--- config.mk ---
export PLATFORM = sky130hd
export DESIGN_NAME = tcw_ctrl
export DESIGN_NICKNAME = d
export VERILOG_FILES = /design/src/hw/rtl/tcw_pkg.sv /design/src/hw/rtl/tcw_ctrl.sv
export SDC_FILE = /design/constraint.sdc
export NUM_CORES = 1
export LEC_CHECK = 0
export BUFFER_PORTS_ARGS = -buffer_cell sky130_fd_sc_hd__buf_2
export CAP_MARGIN = 20
export CORE_MARGIN = 1.5
export CORE_UTILIZATION = 43
export CTS_BUF_LIST = sky130_fd_sc_hd__clkbuf_4 sky130_fd_sc_hd__clkbuf_8 sky130_fd_sc_hd__clkbuf_16
export CTS_CLUSTER_DIAMETER = 200
export DETAILED_ROUTE_END_ITERATION = 8
export GPL_TIMING_DRIVEN = 0
export PLACE_DENSITY_LB_ADDON = 0.05
export REMOVE_ABC_BUFFERS = 1
export SLEW_MARGIN = 10
export SYNTH_ARGS = -nofsm -noshare
export SYNTH_HDL_FRONTEND = slang
export SYNTH_SLANG_ARGS = --single-unit
--- constraint.sdc ---
create_clock -name clock -period 2.1 [get_ports clock]
set_input_delay 0.525 -clock clock [delete_from_list [all_inputs] [get_ports clock]]
set_output_delay 0.525 -clock clock [all_outputs]
set_load 0.03 [all_outputs]
--- src/hw/rtl/tcw_pkg.sv ---
// Shared constants, types and helpers for the text console writer.
// Used by tcw_ctrl, tcw_datapath and text_console_writer; depends on nothing.
`timescale 1ns / 1ps

package tcw_pkg;

   // Screen geometry.
   localparam int SCREEN_WIDTH  = 80;
   localparam int SCREEN_HEIGHT = 25;
   localparam int CELL_COUNT    = SCREEN_WIDTH * SCREEN_HEIGHT;
   localparam int COPY_COUNT    = CELL_COUNT - SCREEN_WIDTH;
   localparam int ADDR_W        = $clog2(CELL_COUNT);

   // Field widths.
   localparam int MODE_W = 2;
   localparam int CHAR_W = 8;
   localparam int ATTR_W = 8;
   localparam int ROW_W  = 5;
   localparam int COL_W  = 7;
   localparam int CELL_W = CHAR_W + ATTR_W;

   // Item modes.
   localparam logic [MODE_W-1:0] MODE_PUT   = 2'd0;
   localparam logic [MODE_W-1:0] MODE_CLEAR = 2'd1;
   localparam logic [MODE_W-1:0] MODE_READ  = 2'd2;

   // Characters and attributes.
   localparam logic [CHAR_W-1:0] LINE_FEED       = 8'd10;
   localparam logic [CHAR_W-1:0] BLANK_CHAR      = 8'd32;
   localparam logic [ATTR_W-1:0] RESET_ATTRIBUTE = 8'd15;

   // Register file.
   localparam int CSR_ADDR_W = 3;
   localparam int CSR_DATA_W = 32;
   localparam logic [CSR_ADDR_W-3:0] CSR_IDX_COLOR_ATTRIBUTE = 1'b0;

   // Commands from the controller to the datapath.
   typedef struct packed {
      logic latch;           // capture the accepted request word
      logic exec;            // execute the captured word (put, read, clear setup)
      logic fill;            // write a blank cell at the sweep counter
      logic fill_reset_attr; // blank with the reset attribute instead of the register
      logic copy;            // scroll copy step at the sweep counter
      logic blank;           // blank the bottom row at the sweep counter
      logic cnt_clear;
      logic cnt_inc;
      logic rsp_load;        // load the output register
      logic rsp_live;        // take the result from this cycle's next-state values
   } dp_cmd_type;

   // Status from the datapath to the controller.
   typedef struct packed {
      logic is_clear;
      logic need_scroll;
      logic cnt_at_last;
      logic cnt_at_copy_end;
      logic rsp_free;
   } dp_status_type;

   // Linear cell address, one bit wider than the store needs so that
   // out-of-range coordinates can be caught before truncation.
   function automatic logic [ADDR_W:0] cell_addr(input logic [ROW_W-1:0] row,
                                                 input logic [COL_W-1:0] col);
      cell_addr = (ADDR_W+1)'(row) * (ADDR_W+1)'(SCREEN_WIDTH) + (ADDR_W+1)'(col);
   endfunction

endpackage

--- src/hw/rtl/tcw_ctrl.sv ---
// Sequencing state machine of the text console writer.
// Depends on tcw_pkg for the command and status structures.
`timescale 1ns / 1ps

module tcw_ctrl (
   input  logic                   clock,
   input  logic                   reset,
   input  logic                   req_valid,
   output logic                   req_ready,
   input  tcw_pkg::dp_status_type status,
   output tcw_pkg::dp_cmd_type    cmd
);
   import tcw_pkg::*;

   typedef enum logic [6:0] {
      ST_INIT  = 7'b0000001,
      ST_IDLE  = 7'b0000010,
      ST_EXEC  = 7'b0000100,
      ST_COPY  = 7'b0001000,
      ST_BLANK = 7'b0010000,
      ST_FILL  = 7'b0100000,
      ST_DONE  = 7'b1000000
   } state_type;

   state_type state_ff;
   state_type state_in;

   always_ff @(posedge clock) begin
      if (reset) begin
         state_ff <= ST_INIT;
      end else begin
         state_ff <= state_in;
      end
   end

   assign req_ready = (state_ff == ST_IDLE);

   always_comb begin
      cmd      = '0;
      state_in = state_ff;
      unique case (state_ff)
         ST_INIT: begin
            cmd.fill            = 1'b1;
            cmd.fill_reset_attr = 1'b1;
            if (status.cnt_at_last) begin
               cmd.cnt_clear = 1'b1;
               state_in      = ST_IDLE;
            end else begin
               cmd.cnt_inc = 1'b1;
            end
         end
         ST_IDLE: begin
            if (req_valid) begin
               cmd.latch     = 1'b1;
               cmd.cnt_clear = 1'b1;
               state_in      = ST_EXEC;
            end
         end
         ST_EXEC: begin
            cmd.exec = 1'b1;
            if (status.is_clear) begin
               state_in = ST_FILL;
            end else if (status.need_scroll) begin
               state_in = ST_COPY;
            end else if (status.rsp_free) begin
               cmd.rsp_load = 1'b1;
               cmd.rsp_live = 1'b1;
               state_in     = ST_IDLE;
            end else begin
               state_in = ST_DONE;
            end
         end
         ST_COPY: begin
            cmd.copy = 1'b1;
            if (status.cnt_at_copy_end) begin
               // The counter now sits on the first cell of the bottom row.
               state_in = ST_BLANK;
            end else begin
               cmd.cnt_inc = 1'b1;
            end
         end
         ST_BLANK: begin
            cmd.blank = 1'b1;
            if (status.cnt_at_last) begin
               state_in = ST_DONE;
            end else begin
               cmd.cnt_inc = 1'b1;
            end
         end
         ST_FILL: begin
            cmd.fill = 1'b1;
            if (status.cnt_at_last) begin
               state_in = ST_DONE;
            end else begin
               cmd.cnt_inc = 1'b1;
            end
         end
         ST_DONE: begin
            if (status.rsp_free) begin
               cmd.rsp_load = 1'b1;
               state_in     = ST_IDLE;
            end
         end
         default: begin
            state_in = ST_INIT;
         end
      endcase
   end

endmodule

# Word level (Yosys, flattened, before mapping)
# Cells that the tools add are included.
dict set report word_totals {
  register_bits 7
  input_bits 8
  output_inout_bits 11
  elab_cells 44
}
dict set report op_classes {
  eq_ne 12
  n_mux 27
  reduce_logical 4
}
# cell count
set op_table {}
lappend op_table {{7-bit 2-to-1 mux} 8}
lappend op_table {{7-bit one-hot mux with 6 select lines} 1}
lappend op_table {{1-bit 2-to-1 mux} 12}
lappend op_table {{2-bit != test (second input constant)} 4}
lappend op_table {{7-bit by 1-bit == test with 1-bit output (second input constant)} 1}
lappend op_table {{7-bit by 2-bit == test with 1-bit output (second input constant)} 1}
lappend op_table {{7-bit by 3-bit == test with 1-bit output (second input constant)} 1}
lappend op_table {{7-bit by 4-bit == test with 1-bit output (second input constant)} 1}
lappend op_table {{7-bit by 5-bit == test with 1-bit output (second input constant)} 1}
lappend op_table {{7-bit by 6-bit == test with 1-bit output (second input constant)} 1}
lappend op_table {{7-bit == test (second input constant)} 1}
lappend op_table {{2-bit 2-to-1 mux} 3}
lappend op_table {{1-bit one-hot mux with 2 select lines} 3}
lappend op_table {{5-bit AND reduction} 1}
lappend op_table {{2-bit OR reduction} 2}
lappend op_table {{3-bit OR reduction} 1}
lappend op_table {{2-bit by 1-bit != test with 1-bit output (second input constant)} 1}

# Depth between registers and ports, before layout
# Gate-level depths: netlist of the first run.
dict set report depth {
  ltp_word 4
  mapped_depth 6
  mapped_depth_nobuf 5
}

# Least setup slack after synthesis of the first run
# Ideal clock, no wire load.
dict set report synth_path {
  kind {flip-flop to output port}
  startpoint {reg state_ff[2]}
  endpoint {out cmd[3] (netlist bit)}
  t_arrival_ps 2253
  t_required_ps 1575
  path_slack_ps -678
  stages_incl_launch_ff 4
  n_path_buf 0
  path_cell_list {dfxtp_1 > or4_4 > nor4_1 > a21o_1}
}
# element line
set synth_rtl {}
lappend synth_rtl {{start, declared} tcw_ctrl.sv:25} ;# state_type state_ff;
lappend synth_rtl {{start signal, assigned} tcw_ctrl.sv:32} ;# state_ff <= state_in;
lappend synth_rtl {{end, declared} tcw_ctrl.sv:11} ;# output tcw_pkg::dp_cmd_type cmd

==> impl_metrics.py, run 1 <==
metrics = {
    "status": {
        "status": "finished, violations left",
        "violations": "negative setup slack",
    },
    "floorplanning": {
        "row_count": 13,
        "die-area_mm2": 0.00160,
        "io_pins": 19,
        "die_y_um": 40.1,
        "core_area_mm2": 0.00128,
        "fp.dieW_um": 40.1,
        "start_util": 0.460,
    },
    "synth": {
        "synthTopCellsByArea": "dfxtp_1, nor4b_1, nor3_1",
        "synth.distinct_cells": 38,
        "yosysMostFrequentCell": "dfxtp_1",
        "yosysSeqAreaShare": 0.237,
        "synth_top_area_cell": "dfxtp_1",
        "synthArstFlopShare": 0,
        "synth_top_area_frac": 0.237,
        "postSynthAreaPerCell_um2": 7.98,
        "ys.warnings.count": 0,
        "syn_area_um2": 591,
        "synthTopCellsByCount": "dfxtp_1, nor2_1, nor3_1",
        "syn_inst": 74,
        "ys_ff_latch": 7,
        "synth_edf_count": 0,
        "synth-main-ff-cell": "dfxtp_1",
    },
    "clock_tree": {
        "cts_made_buffers": 3,
        "clk_latency_ps": 240,
        "cts_sinks": 7,
        "cts.root.buffer_cell": "clkbuf_4",
        "h-tree-depth": 1,
        "cts_max_path_buffers": 2,
        "path_clk_slew_ps": 40,
        "ctsHoldBuffers": 0,
        "cts_tree": "built",
    },
    "worst_setup_path": {
        "crit_path_end_kind": "primary output",
        "worstPathRequired_ps": 1570,
        "cp_data_arrival_time_ps": 1950,
        "worstSetupPathType": "reg -> out",
        "path_max_fanout": 7,
        "critPathLaunchType": "register",
    },
    "sta": {
        "timing.final.ws_setup_ps": -376,
        "tightestPinTransition_ps": 402,
        "finalMaxSlewViolations": 0,
        "finalSetupViolCount": 6,
        "period_share": 1.18,
        "skew_ps": 2.04,
        "rsz0062_at_grt": "yes",
        "final-hold-violation-count": 0,
        "slew-limit-headroom": 0.731,
        "fmax_mhz": 404,
        "period_needed_ps": 2480,
    },
    "final_layout": {
        "drive_gt1_frac": 0.562,
        "regMostFlops": "state_ff",
        "largest_register_ffs": 7,
        "finish.utilization": 0.776,
        "layout_top_registers": "state_ff x7",
        "area_delta_synth_final_pct": 68.9,
        "antenna_cells": 0,
        "layout.nets": 114,
    },
    "power": {
        "p_total_mw": 0.925,
        "combPwrFrac": 0.650,
        "vdd_ir_drop_max_mv": 0.606,
        "intPower_mw": 0.546,
        "swShare": 0.410,
        "p_seq_frac": 0.216,
        "leakagePower_nw": 0.432,
        "power_switching_mw": 0.380,
        "power-per-cell-area_mw_per_mm2": 928,
        "power_frac_clock": 0.134,
    },
    "placed_design": {
        "portBuffers": 18,
        "dp_hpwl_um": 1100,
        "gp_congestion": 0.786,
    },
    "global_routing": {
        "grt_usage": 0.218,
        "grt_pass1_wl_um": 2390,
        "grt_overflow_total": 0,
        "antenna_found_initial": 0,
        "grt_max_degree": 13,
        "grt_pass1_vias": 569,
    },
    "run": {
        "max_cap_violations": 0,
    },
    "routing": {
        "num_vias": 661,
        "drc": 0,
        "viasPerCell": 5.51,
        "drtIter0Drc": 6,
        "wl_per_cell_um": 14.7,
        "drt-total-wl_um": 1760,
        "first_pass_iters": 4,
        "final_antenna_net_count": 0,
    },
    "min_path": {
        "min_path_type": "in -> reg",
    },
}
==> area by class of cell <==
class	count	area, µm²
tap	15	18.8
timing repair buffer	32	259
sequential	7	160
multi-input combinational	59	518
clock buffer	4	30.0
inverter	3	11.3
fill	93	288
==> worst max-delay path: stages (launching register included) <==
cell     delay, ps
dfxtp_4        360
or4_4          580
or4b_4         550
nand3_4         90
buf_6          130
==> routing by layer <==
layer / part of all wire / routed length [µm] / global-route usage / up-vias
li1: - / - / - / 348
met1: 0.47 / 819 / 0.292 / 295
met2: 0.50 / 873 / 0.363 / 14
met3: 0.021 / 37 / 0 / 4
met4: 0.018 / 31 / 0.103 / 0
met5: 0 / 0 / 0 / -
==> kinds of logic (layout without fill, tap and decap cells) <==
kind of cell	Yosys count	count (layout)	share of synthesized area
AND/OR/NAND/NOR	43	43	0.498
flip-flops	7	7	0.237
AO/OA/AOI/OAI	12	12	0.148
XOR/XNOR	3	3	0.0445
buffers and inverters	8	39	0.0551
multiplexers	1	1	0.0169
==> layout by cell type, fill, tap and decap left out, drive strengths merged, types with 2 or more instances in the layout <==
cell | synthesis | layout
a21oi | 2 | 2
and2 | 2 | 2
and3 | 2 | 2
buf | 2 | 32
clkbuf | 3 | 4
dfxtp | 7 | 7
inv | 3 | 3
nand2 | 3 | 3
nand2b | 2 | 2
nand3 | 2 | 2
nor2 | 6 | 6
nor3 | 5 | 5
nor3b | 3 | 3
nor4 | 4 | 4
nor4b | 4 | 4
or4 | 4 | 4
xnor2 | 2 | 2
==> metrics by stage <==
step / setup TNS (ps) / hold WS [ps] / instance area (µm²) / setup slack [ps] / instances
detailed placement: -1270 / 707 / 678 / -440 / 102
floorplan: -2370 / 597 / 569 / -735 / 69
global route: -2140 / 501 / 997 / -424 / 120
CTS: -1400 / 490 / 861 / -425 / 113
finish: -1570 / 499 / 997 / -376 / 120
global placement: -1220 / 699 / 678 / -425 / 102
==> final timing paths <==
kind / to / startpoint / cells past startpoint / slack (ps)
max: cmd[2] / state_ff[2] / 4 / -380
min: state_ff[4] / reset / 2 / 500
max reg2reg: state_ff[4] / state_ff[2] / 6 / 20
min reg2reg: state_ff[1] / state_ff[1] / 2 / 660
==> power by group through the flow <==
stage / registers, mW / clock network [mW] / logic (mW)
2_1_floorplan: 0.185 / 0 / 0.280
4_1_cts: 0.200 / 0.128 / 0.435
3_5_place_dp: 0.197 / 0 / 0.362
6_report: 0.200 / 0.124 / 0.601
5_1_grt: 0.207 / 0.133 / 0.651
3_3_place_gp: 0.197 / 0 / 0.358
==> repair_timing <==
item                       4_1_cts  5_1_grt
pin swaps                        5        6
buffers inserted                 7        7
resized for setup               28       22
setup endpoints to repair       11       10
Power figures use the tool's default switching activity.
==> inputs of run 2 (changes only) <==
--- a/config.mk
+++ b/config.mk
@@ -7,11 +7,14 @@
 export LEC_CHECK = 0
 export BUFFER_PORTS_ARGS = -buffer_cell sky130_fd_sc_hd__buf_2
 export CAP_MARGIN = 20
+export CELL_PAD_IN_SITES_DETAIL_PLACEMENT = 1
+export CELL_PAD_IN_SITES_GLOBAL_PLACEMENT = 1
 export CORE_MARGIN = 1.5
-export CORE_UTILIZATION = 43
+export CORE_UTILIZATION = 31
 export CTS_BUF_LIST = sky130_fd_sc_hd__clkbuf_4 sky130_fd_sc_hd__clkbuf_8 sky130_fd_sc_hd__clkbuf_16
 export CTS_CLUSTER_DIAMETER = 200
 export DETAILED_ROUTE_END_ITERATION = 8
+export GPL_ROUTABILITY_DRIVEN = 0
 export GPL_TIMING_DRIVEN = 0
 export PLACE_DENSITY_LB_ADDON = 0.05
 export REMOVE_ABC_BUFFERS = 1
==> run 2 against run 1 <==
  * The flow still finishes with violations (negative setup slack)
  * Sequential share of layout area shrank 0.29 points
  * Clock skew grew 0.84 ps
  * Final cell count grew 10%
  * Critical path depth grew 1
  * Worst hold slack lost 20 ps
  * Routed wire length grew 20%
  * Non-clock buffer count grew 2
  * Sequential power grew 2%
  * Utilization shrank 20 points
==> impl_metrics.py, run 2 (same netlist as run 1, synthesis figures left out) <==
metrics = {
    "worst_setup_path": {
        "path_max_fanout": 4,
        "cp_data_arrival_time_ps": 1980,
        "worstReg2RegStart": "state_ff[2]",
        "critPathLaunchType": "register",
        "rrSetupSlack_ps": 50,
        "crit_path_end_kind": "primary output",
        "worstPathRequired_ps": 1570,
        "r2r_cells": 6,
        "worstSetupPathType": "reg -> out",
        "r2r-end": "state_ff[4]",
    },
    "placed_design": {
        "pre_cts_ws_ps": -462,
        "dp_hpwl_um": 1280,
        "placed_cells": 112,
        "portBuffers": 18,
    },
    "routing": {
        "drc": 0,
        "wl_per_cell_um": 16.0,
        "viasPerCell": 5.36,
        "num_vias": 707,
        "first_pass_iters": 4,
        "final_antenna_net_count": 0,
        "drt-total-wl_um": 2110,
        "drtIter0Drc": 8,
    },
    "final_layout": {
        "antenna_cells": 0,
        "largest_register_ffs": 7,
        "instances_no_fill": 132,
        "layout_top_registers": "state_ff x7",
        "final_common_cell": "buf_4",
        "mostFrequentLayoutCells": "buf_4, buf_6, buf_2",
        "drive_gt1_frac": 0.589,
        "regMostFlops": "state_ff",
        "area_delta_synth_final_pct": 73.3,
        "layout.nets": 116,
    },
    "sta": {
        "period_needed_ps": 2500,
        "period_share": 1.19,
        "timing.final.ws_setup_ps": -403,
        "final-hold-violation-count": 0,
        "finalSetupViolCount": 8,
        "slew-limit-headroom": 0.768,
        "skew_ps": 2.88,
        "rsz0062_at_grt": "yes",
        "fin_setup_tns_ps": -1960,
        "fmax_mhz": 400,
        "tightestPinTransition_ps": 345,
        "finalMaxSlewViolations": 0,
    },
    "power": {
        "vdd_ir_drop_max_mv": 0.582,
        "leakagePower_nw": 0.440,
        "power-per-cell-area_mw_per_mm2": 896,
        "p_total_mw": 0.917,
    },
    "global_routing": {
        "grt_overflow_total": 0,
        "grt_pass1_wl_um": 3310,
        "grt_usage": 0.219,
        "grt_max_degree": 13,
        "grt_pass1_vias": 658,
        "antenna_found_initial": 0,
    },
    "min_path": {
        "min_path_type": "in -> reg",
        "hold_depth": 2,
        "whs_endpoint": "state_ff[4]",
        "holdCritStartpoint": "reset",
    },
    "clock_tree": {
        "ctsHoldBuffers": 0,
        "path_clk_slew_ps": 50,
        "cts_tree": "built",
        "cts.root.buffer_cell": "clkbuf_4",
        "clk_latency_ps": 250,
        "cts_made_buffers": 3,
        "cts_max_path_buffers": 2,
        "cts_sinks": 7,
        "h-tree-depth": 1,
    },
    "floorplanning": {
        "row_count": 15,
        "start_util": 0.335,
        "io_pins": 19,
        "core_area_mm2": 0.00176,
        "die-area_mm2": 0.00218,
        "fp.dieW_um": 46.6,
        "die_y_um": 46.6,
    },
    "status": {
        "status": "finished, violations left",
        "violations": "negative setup slack",
    },
    "run": {
        "max_cap_violations": 0,
    },
}
==> run 2: cell count changes in the layout (fill, tap and decap cells not counted) <==
cell / previous run / this run
dfxtp_2: 1 / 2
nor2_4: 0 / 1
dfxtp_1: 1 / 0
buf_4: 12 / 15
nor2_1: 6 / 5
nor3_2: 1 / 2
buf_6: 11 / 10
nor3_4: 1 / 0
==> run 2: layout make-up <==
cell class,instances,area [µm²]
sequential,7,161
fill,215,741
timing repair buffer,34,270
clock buffer,4,30.0
multi-input combinational,59,519
tap,25,31.3
inverter,3,11.3
==> run 2: worst max-delay path by stage <==
stage / from / to / slack, ps / depth (start not counted)
global route: state_ff[6] / cmd[0] / -470 / 4
floorplan: state_ff[1] / cmd[3] / -730 / 3
finish: state_ff[6] / cmd[1] / -400 / 5
detailed placement: state_ff[5] / cmd[0] / -460 / 4
CTS: state_ff[6] / cmd[0] / -450 / 4
global placement: state_ff[5] / cmd[0] / -450 / 4
==> run 2: per-layer routing <==
metal  global-route usage  vias up  routed length (µm)
li1                     -      348                   -
met1                0.330      343                 967
met2                0.322       14                1070
met3               0.0235        2                  45
met4               0.0667        0                  26
met5                    0        -                   0
==> run 2: what timing repair did <==
action | CTS | global route
resized for setup | 31 | 17
pin swaps | 5 | 5
setup endpoints to repair | 11 | 13
cloned | 0 | 0
buffers inserted | 9 | 7
==> run 2: stage by stage <==
| step | utilization | hold slack, ps | instance area [µm²] |
|---|---|---|---|
| after floorplan | - | 597 | 569 |
| after global placement | 0.391 | 716 | 691 |
| after detailed placement | 0.391 | 723 | 691 |
| after CTS | 0.506 | 477 | 892 |
| after global routing | 0.580 | 478 | 1020 |
| final | 0.580 | 480 | 1020 |
==> run 2: power by group <==
| part | leakage, nW | total [mW] | switching, mW | internal, mW |
|---|---|---|---|---|
| logic | 0.360 | 0.581 | 0.290 | 0.291 |
| registers | 0.0610 | 0.204 | 0.0500 | 0.154 |
| clock network | 0.0184 | 0.132 | 0.0467 | 0.0852 |
| total | 0.440 | 0.917 | 0.387 | 0.530 |
==> run 2: critical path, cell delays in order (launching register included) <==
cell     delay (ps)
dfxtp_4         340
or4_4           540
or3_4           390
nor3_2          180
o21a_1          140
buf_6           130
==> inputs of run 3 (changes only) <==
--- a/config.mk
+++ b/config.mk
@@ -16,6 +16,7 @@
 export DETAILED_ROUTE_END_ITERATION = 8
 export GPL_ROUTABILITY_DRIVEN = 0
 export GPL_TIMING_DRIVEN = 0
+export MAX_ROUTING_LAYER = met4
 export PLACE_DENSITY_LB_ADDON = 0.05
 export REMOVE_ABC_BUFFERS = 1
 export SLEW_MARGIN = 10
==> run 3 against run 2 <==
  * The run still ends with negative setup slack left
  * Utilization stayed put
  * Cell area stayed put
  * Via count is 0.57% lower
  * Highest routed layer unchanged
  * Count of clock-buffer cells in the layout stayed put
  * Global-route usage is 0.46 points higher
  * Register-to-register slack hardly changed
==> impl_metrics.py, run 3 (same netlist as run 1, synthesis figures left out) <==
metrics = {
    "global_routing": {
        "gr-max-usage-layer": "met1",
        "antenna_found_initial": 0,
        "use_met1": 0.328,
        "grt_max_degree": 13,
        "grt_pass1_wl_um": 3300,
        "grt_overflow_total": 0,
        "grt_use_met2": 0.319,
        "use_met3": 0.0235,
        "grt_pass1_vias": 660,
        "grt_usage": 0.223,
    },
    "run": {
        "max_cap_violations": 0,
    },
    "routing": {
        "first_pass_iters": 3,
        "final_antenna_net_count": 0,
        "viasPerCell": 5.33,
        "wl_per_cell_um": 16.0,
        "drtIter0Drc": 9,
        "drt-total-wl_um": 2110,
        "num_vias": 703,
        "drc": 0,
    },
    "sta": {
        "skew_ps": 2.88,
        "period_needed_ps": 2500,
        "final-hold-violation-count": 0,
        "timing.final.ws_setup_ps": -404,
        "tightestPinTransition_ps": 345,
        "finalSetupViolCount": 8,
        "fin_setup_tns_ps": -1970,
        "slew-limit-headroom": 0.768,
        "finalMaxSlewViolations": 0,
        "period_share": 1.19,
        "fmax_mhz": 399,
        "rsz0062_at_grt": "yes",
    },
    "worst_setup_path": {
        "worstPathRequired_ps": 1570,
        "path_max_fanout": 4,
        "worstSetupPathType": "reg -> out",
        "crit_path_end_kind": "primary output",
        "cp-startpoint": "state_ff[6]",
        "worstReg2RegStart": "state_ff[2]",
        "crit_path_end": "cmd[1]",
        "rrSetupSlack_ps": 50,
        "cp_data_arrival_time_ps": 1980,
        "critPathLaunchType": "register",
        "r2r_cells": 6,
        "r2r-end": "state_ff[4]",
    },
    "min_path": {
        "min_path_type": "in -> reg",
    },
    "clock_tree": {
        "h-tree-depth": 1,
        "cts_max_path_buffers": 2,
        "clk_latency_ps": 250,
        "cts_tree": "built",
        "cts.root.buffer_cell": "clkbuf_4",
        "ctsHoldBuffers": 0,
        "cts_made_buffers": 3,
        "cts_sinks": 7,
        "path_clk_slew_ps": 50,
    },
    "final_layout": {
        "regMostFlops": "state_ff",
        "drive_gt1_frac": 0.589,
        "antenna_cells": 0,
        "mostFrequentLayoutCells": "buf_4, buf_6, buf_2",
        "final_common_cell": "buf_4",
        "largest_register_ffs": 7,
        "area_delta_synth_final_pct": 73.3,
        "layout.nets": 116,
        "layout_top_registers": "state_ff x7",
        "n_fill_cell": 215,
    },
    "floorplanning": {
        "io_pins": 19,
        "die_y_um": 46.6,
        "start_util": 0.335,
        "row_count": 15,
        "core_area_mm2": 0.00176,
        "fp.dieW_um": 46.6,
        "die-area_mm2": 0.00218,
    },
    "placed_design": {
        "portBuffers": 18,
        "pre_cts_ws_ps": -462,
        "dp_hpwl_um": 1280,
    },
    "status": {
        "violations": "negative setup slack",
        "status": "finished, violations left",
    },
    "power": {
        "vdd_ir_drop_max_mv": 0.582,
        "leakagePower_nw": 0.440,
        "power-per-cell-area_mw_per_mm2": 896,
    },
}
## run 3: cell counts in the layout (fill, tap and decap cells not counted)
Identical to the previous run, type by type.
## run 3: per-stage QoR
step / area [µm²] / hold WS (ps) / instances / util / total power, mW
6_report: 1020 / 480 / 132 / 0.580 / 0.917
5_1_grt: 1020 / 478 / 132 / 0.580 / 0.978
4_1_cts: 892 / 477 / 125 / 0.506 / 0.808
3_5_place_dp: 691 / 723 / 112 / 0.391 / 0.566
3_3_place_gp: 691 / 716 / 112 / 0.391 / 0.563
2_1_floorplan: 569 / 597 / 69 / - / 0.466
## run 3: worst min path at each step
stage / start / cells after the start / end
floorplan: reset / 1 / state_ff[4]
global placement: state_ff[4] / 2 / state_ff[4]
detailed placement: state_ff[4] / 2 / state_ff[4]
CTS: reset / 2 / state_ff[4]
global route: reset / 2 / state_ff[2]
finish: reset / 2 / state_ff[4]
## run 3: worst max-delay path, stage by stage, from the launching register on
cell	delay [ps]
dfxtp_4	340
or4_4	540
or3_4	390
nor3_2	180
o21a_1	140
buf_6	130
## run 3: final cells by class
cell class                 count  area (µm²)  share of cell area
sequential                     7         161               0.158
multi-input combinational     59         519               0.507
tap                           25        31.3              0.0306
timing repair buffer          34         270               0.264
clock buffer                   4        30.0              0.0293
inverter                       3        11.3              0.0110
## run 3: power breakdown
| group | internal [mW] | switching (mW) | leakage, nW |
|---|---|---|---|
| combinational | 0.291 | 0.290 | 0.360 |
| clock | 0.0852 | 0.0467 | 0.0184 |
| sequential | 0.154 | 0.0498 | 0.0610 |
| total | 0.530 | 0.387 | 0.440 |
## run 3: repair_timing
| action | CTS | global route |
|---|---|---|
| gates resized for setup | 31 | 17 |
| setup endpoints to repair | 11 | 13 |
| setup buffers | 9 | 7 |
| pin swaps | 5 | 5 |
## run 3: routing by layer
| layer | wire, µm | up-vias |
|---|---|---|
| met5 | 0 | - |
| met4 | 26 | 0 |
| met3 | 45 | 2 |
| met2 | 1070 | 14 |
| met1 | 973 | 339 |
| li1 | - | 348 |
